--- src/hw/rtl/gfv_pkg.sv ---
// Shared types, codes and constants for the GNSS fix validity gate.
`timescale 1ns / 1ps

package gfv_pkg;

	// Item kinds carried on the input tuser
	typedef enum logic [1:0] {
		CMD_GGA   = 2'd0,
		CMD_RMC   = 2'd1,
		CMD_CHECK = 2'd2,
		CMD_CLEAR = 2'd3
	} cmd_t;

	// Verdict codes, highest priority refusal first
	typedef enum logic [2:0] {
		REASON_OK       = 3'd0,
		REASON_NO_RMC   = 3'd1,
		REASON_NO_GGA   = 3'd2,
		REASON_STALE    = 3'd3,
		REASON_NO_SOLN  = 3'd4,
		REASON_NO_DATE  = 3'd5,
		REASON_JUMP     = 3'd6
	} reason_t;

	// Configuration register indexes
	localparam logic [2:0] CFG_MAX_AGE_MS   = 3'd0;
	localparam logic [2:0] CFG_MAX_LAT_STEP = 3'd1;
	localparam logic [2:0] CFG_MAX_LON_STEP = 3'd2;
	localparam logic [2:0] CFG_QUALITY_MIN  = 3'd3;
	localparam logic [2:0] CFG_QUALITY_MAX  = 3'd4;

	localparam int CFG_INDEX_W = 3;
	localparam int CFG_DATA_W  = 31;
	localparam int IN_DATA_W   = 104;
	localparam int IN_USER_W   = 2;
	localparam int OUT_DATA_W  = 40;

	// Reset values of the configuration registers
	localparam logic [15:0] MAX_AGE_MS_RST   = 16'd2000;
	localparam logic [29:0] MAX_LAT_STEP_RST = 30'd10000000;
	localparam logic [30:0] MAX_LON_STEP_RST = 31'd10000000;
	localparam logic [3:0]  QUALITY_MIN_RST  = 4'd1;
	localparam logic [3:0]  QUALITY_MAX_RST  = 4'd5;

	// Longitude wrap: one full turn and half a turn in deg*1e7
	localparam logic signed [33:0] LON_TURN = 34'sd3600000000;
	localparam logic signed [33:0] LON_HALF = 34'sd1800000000;

	typedef struct packed {
		logic [15:0] max_age_ms;
		logic [29:0] max_lat_step;
		logic [30:0] max_lon_step;
		logic [3:0]  quality_min;
		logic [3:0]  quality_max;
	} cfg_t;

	typedef struct packed {
		cmd_t               cmd;
		logic [31:0]        now_ms;
		logic [3:0]         gga_quality;
		logic               alt_valid;
		logic               rmc_fix;
		logic               rmc_date;
		logic signed [30:0] lat;
		logic signed [31:0] lon;
	} item_t;

	typedef struct packed {
		reason_t     reason;
		logic [31:0] reject_count;
	} result_t;

endpackage

--- src/hw/rtl/gfv_jump_check.sv ---
// Position step check: latitude and wrapped longitude distance against limits.
`timescale 1ns / 1ps

module gfv_jump_check (
	input  logic signed [30:0] lat,
	input  logic signed [31:0] lon,
	input  logic signed [30:0] ref_lat,
	input  logic signed [31:0] ref_lon,
	input  logic [29:0]        max_lat_step,
	input  logic [30:0]        max_lon_step,
	output logic               too_far
);

	logic signed [31:0] lat_diff;
	logic [31:0]        lat_mag;
	logic signed [33:0] lon_diff;
	logic signed [33:0] lon_wrap;
	logic [33:0]        lon_mag;

	// Latitude: exact signed step, no wrap
	assign lat_diff = $signed({lat[30], lat}) - $signed({ref_lat[30], ref_lat});
	assign lat_mag  = lat_diff[31] ? 32'(-lat_diff) : 32'(lat_diff);

	// Longitude: one correction brings any 32-bit difference into the half-open turn
	assign lon_diff = $signed({{2{lon[31]}}, lon}) - $signed({{2{ref_lon[31]}}, ref_lon});

	always_comb begin
		if (lon_diff >= gfv_pkg::LON_HALF) begin
			lon_wrap = lon_diff - gfv_pkg::LON_TURN;
		end else if (lon_diff < -gfv_pkg::LON_HALF) begin
			lon_wrap = lon_diff + gfv_pkg::LON_TURN;
		end else begin
			lon_wrap = lon_diff;
		end
	end

	assign lon_mag = lon_wrap[33] ? 34'(-lon_wrap) : 34'(lon_wrap);

	assign too_far = (lat_mag > {2'b00, max_lat_step}) ||
	                 (lon_mag > {3'b000, max_lon_step});

endmodule

--- src/hw/rtl/gfv_core.sv ---
// Fix state registers, per-item update and the check verdict with run counter.
`timescale 1ns / 1ps

module gfv_core (
	input  logic             clk,
	input  logic             arst_n,
	input  logic             fire,
	input  gfv_pkg::item_t   item,
	input  gfv_pkg::cfg_t    cfg,
	output gfv_pkg::result_t result
);

	logic               rmc_heard_q;
	logic               gga_heard_q;
	logic               rmc_ok_q;
	logic               gga_ok_q;
	logic               date_ok_q;
	logic               jump_seen_q;
	logic               have_ref_q;
	logic [31:0]        rmc_time_q;
	logic [31:0]        gga_time_q;
	logic signed [30:0] ref_lat_q;
	logic signed [31:0] ref_lon_q;
	gfv_pkg::reason_t   last_reason_q;
	logic [31:0]        refusal_runs_q;

	logic               too_far;
	logic               gga_good;
	logic [31:0]        rmc_age;
	logic [31:0]        gga_age;
	logic               stale;
	gfv_pkg::reason_t   reason;
	logic               new_run;
	logic [31:0]        runs_nx;

	gfv_jump_check u_jump (
		.lat          (item.lat),
		.lon          (item.lon),
		.ref_lat      (ref_lat_q),
		.ref_lon      (ref_lon_q),
		.max_lat_step (cfg.max_lat_step),
		.max_lon_step (cfg.max_lon_step),
		.too_far      (too_far)
	);

	// Empty band (min above max) accepts nothing
	assign gga_good = (item.gga_quality >= cfg.quality_min) &&
	                  (item.gga_quality <= cfg.quality_max) && item.alt_valid;

	// Ages modulo 2^32
	assign rmc_age = item.now_ms - rmc_time_q;
	assign gga_age = item.now_ms - gga_time_q;
	assign stale   = (rmc_age > {16'h0000, cfg.max_age_ms}) ||
	                 (gga_age > {16'h0000, cfg.max_age_ms});

	always_comb begin
		if (!rmc_heard_q) begin
			reason = gfv_pkg::REASON_NO_RMC;
		end else if (!gga_heard_q) begin
			reason = gfv_pkg::REASON_NO_GGA;
		end else if (stale) begin
			reason = gfv_pkg::REASON_STALE;
		end else if (!rmc_ok_q || !gga_ok_q) begin
			reason = gfv_pkg::REASON_NO_SOLN;
		end else if (!date_ok_q) begin
			reason = gfv_pkg::REASON_NO_DATE;
		end else if (jump_seen_q) begin
			reason = gfv_pkg::REASON_JUMP;
		end else begin
			reason = gfv_pkg::REASON_OK;
		end
	end

	// A refusal opens a new run only when it differs from the last verdict
	assign new_run = (reason != gfv_pkg::REASON_OK) && (reason != last_reason_q);
	assign runs_nx = new_run ? refusal_runs_q + 32'd1 : refusal_runs_q;

	always_comb begin
		result.reason       = reason;
		result.reject_count = runs_nx;
	end

	always_ff @(posedge clk or negedge arst_n) begin
		if (!arst_n) begin
			rmc_heard_q    <= 1'b0;
			gga_heard_q    <= 1'b0;
			rmc_ok_q       <= 1'b0;
			gga_ok_q       <= 1'b0;
			date_ok_q      <= 1'b0;
			jump_seen_q    <= 1'b0;
			have_ref_q     <= 1'b0;
			rmc_time_q     <= '0;
			gga_time_q     <= '0;
			ref_lat_q      <= '0;
			ref_lon_q      <= '0;
			last_reason_q  <= gfv_pkg::REASON_OK;
			refusal_runs_q <= '0;
		end else if (fire) begin
			case (item.cmd)
				gfv_pkg::CMD_GGA: begin
					gga_heard_q <= 1'b1;
					gga_time_q  <= item.now_ms;
					gga_ok_q    <= gga_good;
				end
				gfv_pkg::CMD_RMC: begin
					rmc_heard_q <= 1'b1;
					rmc_time_q  <= item.now_ms;
					rmc_ok_q    <= item.rmc_fix;
					date_ok_q   <= item.rmc_date;
					if (item.rmc_fix) begin
						jump_seen_q <= have_ref_q && too_far;
						ref_lat_q   <= item.lat;
						ref_lon_q   <= item.lon;
						have_ref_q  <= 1'b1;
					end else begin
						jump_seen_q <= 1'b0;
						have_ref_q  <= 1'b0;
					end
				end
				gfv_pkg::CMD_CHECK: begin
					last_reason_q  <= reason;
					refusal_runs_q <= runs_nx;
				end
				gfv_pkg::CMD_CLEAR: begin
					rmc_heard_q <= 1'b0;
					gga_heard_q <= 1'b0;
					rmc_ok_q    <= 1'b0;
					gga_ok_q    <= 1'b0;
					date_ok_q   <= 1'b0;
					jump_seen_q <= 1'b0;
					have_ref_q  <= 1'b0;
				end
				default: begin
					last_reason_q <= last_reason_q;
				end
			endcase
		end
	end

endmodule

--- src/hw/rtl/gnss_fix_validity_gate.sv ---
// Top level of the GNSS fix validity gate: ports, config, input and result registers.
//
// Usage
//  - Input stream (s_axis_*): one transaction per event. tuser holds the kind
//    (GGA heard, RMC heard, check, clear flags); tdata holds the time stamp,
//    the GGA quality and altitude flag, the RMC fix and date flags and the
//    RMC position.
//  - Output stream (m_axis_*): one transaction per check only, carrying the
//    verdict and the count of distinct refusal runs. Other kinds give nothing.
//  - Config port: cfg_we writes cfg_data into the register cfg_index on the
//    rising edge; indexes beyond the list are ignored. Write only when idle.
//  - Path: a check accepted into the input register goes through the verdict
//    logic straight into the result register; a stalled result can hold it.
//  - Throughput: one transaction per cycle unless a check stalls; all per-item
//    work is one short layer of subtract/compare logic on the state registers.
//  - Stall: a check waits in the input register while an untaken result
//    sits in the output register; s_axis_tready drops only then. GGA, RMC and
//    clear transactions keep flowing past a stalled result.
//  - Reset (arst_n low): flags, times, reference, run counter and the valid
//    flags of both register stages clear; config returns to its defaults.
`timescale 1ns / 1ps

module gnss_fix_validity_gate (
	input  logic                               clk,
	input  logic                               arst_n,
	// now_ms[31:0], gga_quality[35:32], alt_valid[36], rmc_fix[37],
	// rmc_date[38], lat[69:39], lon[101:70], zero pad[103:102]
	input  logic [gfv_pkg::IN_DATA_W-1:0]      s_axis_tdata,
	// cmd[1:0]
	input  logic [gfv_pkg::IN_USER_W-1:0]      s_axis_tuser,
	input  logic                               s_axis_tvalid,
	output logic                               s_axis_tready,
	// reason[2:0], reject_count[34:3], zero pad[39:35]
	output logic [gfv_pkg::OUT_DATA_W-1:0]     m_axis_tdata,
	output logic                               m_axis_tvalid,
	input  logic                               m_axis_tready,
	input  logic                               cfg_we,
	input  logic [gfv_pkg::CFG_INDEX_W-1:0]    cfg_index,
	input  logic [gfv_pkg::CFG_DATA_W-1:0]     cfg_data
);

	gfv_pkg::cfg_t    cfg_q;
	gfv_pkg::item_t   item_in;
	gfv_pkg::item_t   item_s1;
	logic             valid_s1;
	logic             fire_s1;
	logic             is_check_s1;
	gfv_pkg::result_t result;
	gfv_pkg::result_t result_q;
	logic             out_valid_q;

	// Configuration registers, written one at a time
	always_ff @(posedge clk or negedge arst_n) begin
		if (!arst_n) begin
			cfg_q.max_age_ms   <= gfv_pkg::MAX_AGE_MS_RST;
			cfg_q.max_lat_step <= gfv_pkg::MAX_LAT_STEP_RST;
			cfg_q.max_lon_step <= gfv_pkg::MAX_LON_STEP_RST;
			cfg_q.quality_min  <= gfv_pkg::QUALITY_MIN_RST;
			cfg_q.quality_max  <= gfv_pkg::QUALITY_MAX_RST;
		end else if (cfg_we) begin
			case (cfg_index)
				gfv_pkg::CFG_MAX_AGE_MS:   cfg_q.max_age_ms   <= cfg_data[15:0];
				gfv_pkg::CFG_MAX_LAT_STEP: cfg_q.max_lat_step <= cfg_data[29:0];
				gfv_pkg::CFG_MAX_LON_STEP: cfg_q.max_lon_step <= cfg_data[30:0];
				gfv_pkg::CFG_QUALITY_MIN:  cfg_q.quality_min  <= cfg_data[3:0];
				gfv_pkg::CFG_QUALITY_MAX:  cfg_q.quality_max  <= cfg_data[3:0];
				default:                   cfg_q              <= cfg_q;
			endcase
		end
	end

	// Unpack the input transaction
	always_comb begin
		item_in.cmd         = gfv_pkg::cmd_t'(s_axis_tuser);
		item_in.now_ms      = s_axis_tdata[31:0];
		item_in.gga_quality = s_axis_tdata[35:32];
		item_in.alt_valid   = s_axis_tdata[36];
		item_in.rmc_fix     = s_axis_tdata[37];
		item_in.rmc_date    = s_axis_tdata[38];
		item_in.lat         = $signed(s_axis_tdata[69:39]);
		item_in.lon         = $signed(s_axis_tdata[101:70]);
	end

	// The held item moves on unless it is a check with nowhere to put its result
	assign is_check_s1   = (item_s1.cmd == gfv_pkg::CMD_CHECK);
	assign fire_s1       = valid_s1 && (!is_check_s1 || !out_valid_q || m_axis_tready);
	assign s_axis_tready = !valid_s1 || fire_s1;

	always_ff @(posedge clk or negedge arst_n) begin
		if (!arst_n) begin
			valid_s1 <= 1'b0;
		end else if (s_axis_tready) begin
			valid_s1 <= s_axis_tvalid;
		end
	end

	// Payload of the input register, no reset needed
	always_ff @(posedge clk) begin
		if (s_axis_tready && s_axis_tvalid) begin
			item_s1 <= item_in;
		end
	end

	gfv_core u_core (
		.clk    (clk),
		.arst_n (arst_n),
		.fire   (fire_s1),
		.item   (item_s1),
		.cfg    (cfg_q),
		.result (result)
	);

	// Result register
	always_ff @(posedge clk or negedge arst_n) begin
		if (!arst_n) begin
			out_valid_q <= 1'b0;
		end else if (fire_s1 && is_check_s1) begin
			out_valid_q <= 1'b1;
		end else if (m_axis_tready) begin
			out_valid_q <= 1'b0;
		end
	end

	always_ff @(posedge clk) begin
		if (fire_s1 && is_check_s1) begin
			result_q <= result;
		end
	end

	assign m_axis_tvalid = out_valid_q;
	assign m_axis_tdata  = {5'b00000, result_q.reject_count, result_q.reason};

endmodule

--- config.mk ---
export PLATFORM = sky130hd
export DESIGN_NAME = gnss_fix_validity_gate
export DESIGN_NICKNAME = d
export VERILOG_FILES = /design/src/hw/rtl/gfv_pkg.sv /design/src/hw/rtl/gfv_jump_check.sv /design/src/hw/rtl/gfv_core.sv /design/src/hw/rtl/gnss_fix_validity_gate.sv
export SDC_FILE = /design/constraint.sdc
export NUM_CORES = 1
export LEC_CHECK = 0
export BUFFER_PORTS_ARGS = -buffer_cell sky130_fd_sc_hd__buf_2
export CORE_MARGIN = 2
export CORE_UTILIZATION = 45
export CTS_BUF_LIST = sky130_fd_sc_hd__clkbuf_8
export DETAILED_ROUTE_END_ITERATION = 8
export HOLD_SLACK_MARGIN = 0.15
export SETUP_SLACK_MARGIN = 0.3
export SLEW_MARGIN = 0
export SYNTH_ARGS = -nofsm -noshare
export SYNTH_HDL_FRONTEND = slang
export SYNTH_SLANG_ARGS = --single-unit
--- constraint.sdc ---
create_clock -name clk -period 9 [get_ports clk]
set_input_delay 1.8 -clock clk [delete_from_list [all_inputs] [get_ports clk]]
set_output_delay 1.8 -clock clk [all_outputs]
set_load 0.01 [all_outputs]
==> results.py, run 1 <==
metrics = {
    "placement": {
        "place_ws_ps": 966,
        "place_area_um2": 28800,
        "portBuffers": 179,
        "dp_cells": 3747,
        "dpl.hpwl_um": 50500,
        "routabilityCongestion": 0.909,
    },
    "yosys": {
        "synth.distinct_cells": 100,
        "syn_avg_cell_area_um2": 9.44,
        "synth-edff-count": 139,
        "synth_area_um2": 27000,
        "ys.flop_type": "dfrtp_1",
        "synth_cells": 2864,
        "async_flop_share_pct": 64.7,
        "synth-seq-cells": 394,
        "yosysSeqAreaShare_pct": 39.1,
        "ys_warn_count": 0,
    },
    "clock_tree": {
        "htreeDepth": 3,
        "cts_root_buf": "clkbuf_8",
        "cts_tree": "yes",
        "clk_pin_slew_worst_paths_ps": 60,
        "cts_num_sinks": 394,
        "cts_made_buffers": 72,
        "postCtsSetupRepairBufs": 0,
        "hold_buffers": 0,
        "clockBufferDepth": 3,
        "post_cts_resized": 0,
        "clk_latency_ps": 680,
    },
    "timing": {
        "setup_viol": 0,
        "min_period_ps": 8190,
        "slew_headroom_pct": 26.7,
        "rsz0062_at_grt": "false",
        "clock_skew_ps": 22.3,
        "fin_ws_ps": 814,
        "maxSlewViolCount": 0,
        "fin_crit_sh_pct": 91.0,
        "tightestPinTransition_ps": 1100,
        "tns_ps": 0,
        "timing.final.hold_violations": 0,
        "clock.fmax_ghz": 0.122,
    },
    "flow_run": {
        "max_cap_viol_count": 0,
    },
    "pwr": {
        "p_per_area_nw_per_um2": 299,
        "swShare_pct": 42.9,
        "p_switching_w": 0.00388,
        "irDropWorstVdd_v": 0.000185,
        "p_int_w": 0.00516,
        "p_comb_share_pct": 56.1,
        "total_power_w": 0.00904,
        "pwr-share-clk_pct": 18.8,
        "p_leak_nw": 13.5,
        "power_frac_seq_pct": 25.0,
    },
    "setup_path": {
        "cpPeakStageDelay_ps": 770,
        "cp.arrival_ps": 8730,
        "cp_max_fo": 17,
        "required_ps": 9550,
        "cp-end-kind": "register",
        "worst_path_max_delay_cell": "o21ai_2",
        "critPathLaunchType": "register",
        "worstSetupPathType": "register to register",
    },
    "route": {
        "drt-total-wl_um": 67200,
        "viasPerCell": 5.59,
        "drc_errors": 0,
        "drt_pass1_iterations": 5,
        "wl_per_cell_um": 17.3,
        "num_vias": 21700,
        "drtAntennaViolNets": 0,
        "drt_iter0_drc": 1396,
    },
    "global_routing": {
        "grt_overflow": 0,
        "grt_pass1_wl_um": 110000,
        "grt_use_total_pct": 21.6,
        "antenna_found_initial": 6,
        "grt_pass1_vias": 21700,
        "grt_max_degree": 108,
    },
    "floorplan": {
        "rows": 89,
        "die_x_um": 249,
        "start_util_pct": 45.7,
        "core_um2": 59200,
        "die_h_um": 249,
        "die_area_um2": 62100,
        "top_level_ports": 187,
    },
    "layout": {
        "final_cells": 3881,
        "layout_commonest_cell": "inv_1",
        "layout.nets": 3432,
        "multi_input_area_um2": 15200,
        "n_fill_cell": 5546,
        "stdcell_area_um2": 30200,
        "mostFrequentLayoutCells": "inv_1 (281), nand2_1 (237), ha_1 (235)",
        "ff_latch_area_um2": 10600,
        "drive_gt1_share_pct": 15.9,
        "synthToLayoutAreaGrowth_pct": 11.6,
    },
    "run_status": {
        "status": "finished clean",
    },
    "min_path": {
        "hp-class": "register to register",
    },
}
-- synthesized netlist by cell type (23+ instances only) --
| master | n | area [um2] |
|---|---|---|
| a21o_1 | 107 | 803 |
| a21oi_1 | 165 | 826 |
| and3_1 | 42 | 263 |
| clkbuf_1 | 68 | 255 |
| dfrtp_1 | 230 | 5760 |
| dfstp_2 | 25 | 657 |
| edfxtp_1 | 139 | 4170 |
| ha_1 | 235 | 2940 |
| inv_1 | 253 | 950 |
| mux2_2 | 105 | 1180 |
| nand2_1 | 238 | 893 |
| nand2b_1 | 29 | 181 |
| nand3_1 | 88 | 440 |
| nand4_1 | 57 | 357 |
| nor2_1 | 151 | 567 |
| nor2b_1 | 23 | 144 |
| nor3_1 | 34 | 170 |
| o21a_1 | 29 | 218 |
| o21ai_0 | 224 | 1120 |
| or3_1 | 30 | 188 |
| xnor2_1 | 171 | 1500 |
| xor2_1 | 48 | 420 |
-- area by class of cell --
cell class              count  area share (%)
well taps                 773            3.20
inverters                 256            3.18
clock buffers              77            3.51
clock inverters            56            1.22
diodes                      1         0.00829
flip-flops and latches    394            35.1
multi-input cells        2125            50.3
repair buffers            199            3.50
-- kinds of logic after synthesis --
family | count (synthesis) | share of synthesized area (%)
multiplexers | 109 | 4.52
AND/OR/NAND/NOR | 794 | 14.6
XOR/XNOR | 220 | 7.15
flip-flops | 394 | 39.1
AO/OA/AOI/OAI | 758 | 18.4
buffers and inverters | 349 | 4.98
other | 1 | 0.0139
adder cells (fa/ha/maj) | 239 | 11.2
-- per-stage QoR --
stage	hold slack, ps	utilization, %
CTS	494	50.9
detailed placement	482	48.5
finish	491	51.0
global placement	468	48.5
floorplan	453	-
global route	508	51.0
-- power groups by stage --
stage	Sequential (W)	Combinational, W	Clock (W)
2_1_floorplan	0.00226	0.00387	0
3_3_place_gp	0.00229	0.00488	0
3_5_place_dp	0.00230	0.00501	0
4_1_cts	0.00227	0.00505	0.00178
5_1_grt	0.00229	0.00568	0.00185
6_report	0.00226	0.00507	0.00170
-- state kept, by name, summed over array words and instances, names as in the netlist --
name / flops
item_s1: 104
m_axis_tvalid: 1
u_core.rmc_time_q: 32
u_core.ref_lat_q: 31
u_core.gga_heard_q: 1
u_core.jump_seen_q: 1
u_core.gga_time_q: 32
u_core.last_reason_q: 3
u_core.refusal_runs_q: 32
m_axis_tdata: 35
u_core.ref_lon_q: 32
u_core.have_ref_q: 1
u_core.gga_ok_q: 1
cfg_q: 85
valid_s1: 1
u_core.rmc_heard_q: 1
u_core.date_ok_q: 1
-- layer usage --
layer  global-route usage [%]  wire length [um]  up-vias
li1                         -                 -    10700
met1                     28.2             30700    10400
met2                     36.5             31900      473
met3                     3.58              3010      106
met4                     6.78              1620        2
met5                        0                 8        -
-- critical path: cells and delay by family, from the launching register on --
family | cells | cell delay (ps)
AOI/OAI and AO/OA | 20 | 4910
and+or+nand+nor | 4 | 1010
adders and majority gates | 3 | 950
xor gates and xnor gates | 2 | 650
DFF | 1 | 440
buffers and inverters | 1 | 90
-- path summary, 6_finish.rpt --
kind / slack (ps) / from / to / depth (start not counted)
worst max-delay path: 810 / item_s1[0]$_DFFE_PP_ / u_core.jump_seen_q$_DFFE_PN0P_ / 30
worst min-delay path: 490 / u_core.refusal_runs_q[31]$_DFFE_PN0P_ / u_core.refusal_runs_q[31]$_DFFE_PN0P_ / 1
worst max register to register: 810 / item_s1[0]$_DFFE_PP_ / u_core.jump_seen_q$_DFFE_PN0P_ / 30
worst min register to register: 490 / u_core.refusal_runs_q[31]$_DFFE_PN0P_ / u_core.refusal_runs_q[31]$_DFFE_PN0P_ / 1
max in group asynchronous: 6230 / arst_n / u_core.ref_lon_q[15]$_DFFE_PN0P_ / 2
min in group asynchronous: 1200 / arst_n / u_core.rmc_time_q[15]$_DFFE_PN0P_ / 1
No activity file was read; power rests on OpenSTA's default activity.
==> run 2, diff against run 1 <==
- GPL_TIMING_DRIVEN: not set -> 0
- REMOVE_ABC_BUFFERS: not set -> 1
==> run 2 against run 1 <==
- total power grew 2.5%
- critical endpoint unchanged
- critical path depth grew 2
- hold slack gained 0.76 ps
- critical path type unchanged
- largest power group unchanged
- sequential cell count is the same
- via count grew 0.32%
==> results.py, run 2 (synthesis results as in run 1) <==
metrics = {
    "floorplan": {
        "die_h_um": 249,
        "rows": 89,
        "core_um2": 59200,
        "die_x_um": 249,
        "start_util_pct": 45.7,
        "top_level_ports": 187,
        "die_area_um2": 62100,
    },
    "timing": {
        "clock_skew_ps": 33.2,
        "timing.final.hold_violations": 0,
        "fin_ws_ps": 846,
        "slew_headroom_pct": 15.8,
        "maxSlewViolCount": 0,
        "clock.fmax_ghz": 0.123,
        "tightestPinTransition_ps": 1260,
        "fin_crit_sh_pct": 90.6,
        "min_period_ps": 8150,
        "rsz0062_at_grt": "false",
        "setup_viol": 0,
        "tns_ps": 0,
    },
    "clock_tree": {
        "cts_made_buffers": 75,
        "cts_tree": "yes",
        "clk_pin_slew_worst_paths_ps": 60,
        "clockBufferDepth": 3,
        "cts_root_buf": "clkbuf_8",
        "clk_latency_ps": 680,
        "htreeDepth": 3,
        "cts_num_sinks": 394,
        "hold_buffers": 0,
    },
    "placement": {
        "dp_cells": 3740,
        "portBuffers": 179,
        "place_ws_ps": 562,
        "routabilityCongestion": 0.915,
        "dpl.hpwl_um": 51700,
    },
    "global_routing": {
        "grt_pass1_wl_um": 110000,
        "antenna_found_initial": 3,
        "grt_overflow": 0,
        "grt_pass1_vias": 21300,
        "grt_use_total_pct": 21.7,
        "grt_max_degree": 109,
    },
    "setup_path": {
        "cp-end-kind": "register",
        "cp.arrival_ps": 8720,
        "crit_family": "compound AO/OA/AOI/OAI gates",
        "cp_common_cell": "a21oi_1",
        "critPathLaunchType": "register",
        "cp_max_fo": 17,
        "worstSetupPathType": "register to register",
        "worst_path_max_delay_cell": "a211oi_4",
        "cp_num_buf_inv": 1,
        "required_ps": 9570,
        "cpPeakStageDelay_ps": 730,
    },
    "route": {
        "viasPerCell": 5.60,
        "drtAntennaViolNets": 0,
        "num_vias": 21700,
        "drt_iter0_drc": 1172,
        "drt-total-wl_um": 68000,
        "wl_per_cell_um": 17.5,
        "drt_pass1_iterations": 5,
        "drc_errors": 0,
    },
    "layout": {
        "synthToLayoutAreaGrowth_pct": 12.4,
        "layout.nets": 3429,
        "drive_gt1_share_pct": 16.0,
        "final_cells": 3883,
        "layout_commonest_cell": "inv_1",
        "top_register": "item_s1",
        "largest_reg_flops": 104,
        "mostFrequentLayoutCells": "inv_1 (278), nand2_1 (236), ha_1 (235)",
    },
    "min_path": {
        "hp-class": "register to register",
    },
    "pwr": {
        "irDropWorstVdd_v": 0.000171,
        "p_leak_nw": 13.6,
        "p_per_area_nw_per_um2": 305,
        "total_power_w": 0.00926,
    },
    "run_status": {
        "status": "finished clean",
    },
    "flow_run": {
        "max_cap_viol_count": 0,
    },
}
[run 2: cell types whose count changed in the layout (fill, tap and decap cells not counted), sizes merged]
cell	before	now
inv	290	286
buf	199	193
clkinvlp	0	1
clkinv	19	22
clkbuf	77	83
diode	1	3
[run 2: area by class of cell]
class / count / area (um2)
sequential: 394 / 10600
clock buffer: 83 / 1140
clock inverter: 56 / 374
inverter: 256 / 961
antenna: 3 / 7.51
tap: 773 / 967
timing repair buffer: 193 / 1150
fill: 5507 / 28800
multi-input combinational: 2125 / 15200
[run 2: routing by layer]
layer	global-route usage (%)	vias to the layer above	routed length (um)
met3	3.43	129	2770
li1	-	10700	-
met1	28.4	10400	31000
met5	0	-	0
met4	7.18	0	1870
met2	36.6	483	32300
[run 2: final timing paths]
check / startpoint / endpoint / slack [ps] / cells past startpoint
setup / recovery: u_core.ref_lon_q[0]$_DFFE_PN0P_ / u_core.jump_seen_q$_DFFE_PN0P_ / 850 / 32
max in group asynchronous: arst_n / u_core.gga_time_q[23]$_DFFE_PN0P_ / 6570 / 3
setup reg to reg: u_core.ref_lon_q[0]$_DFFE_PN0P_ / u_core.jump_seen_q$_DFFE_PN0P_ / 850 / 32
min in group asynchronous: arst_n / cfg_q[5]$_DFFE_PN0P_ / 1060 / 1
hold reg to reg: u_core.rmc_time_q[0]$_DFFE_PN0P_ / u_core.rmc_time_q[0]$_DFFE_PN0P_ / 490 / 2
hold / removal: u_core.rmc_time_q[0]$_DFFE_PN0P_ / u_core.rmc_time_q[0]$_DFFE_PN0P_ / 490 / 2
[run 2: timing repair]
item	CTS	global route
resized for setup	0	3
endpoints found under the hold margin	0	0
setup buffers	0	1
setup endpoints to repair	0	1
[run 2: tightest hold or removal path: stages (launching register included)]
cell	delay, ps
dfrtp_1	350
nand2_1	50
o21ai_0	60
[run 2: where the power goes]
group	switching, W	internal [W]	total [W]
Combinational	0.00310	0.00212	0.00522
Sequential	0.000122	0.00214	0.00226
Clock	0.000824	0.000950	0.00177
[run 2: metrics by stage]
step	instance area, um2	hold WS (ps)	utilization (%)
after floorplan	26700	453	-
after global placement	28500	471	48.2
after detailed placement	28900	480	48.7
after CTS	30400	494	51.3
after global routing	30400	509	51.3
final	30400	492	51.3
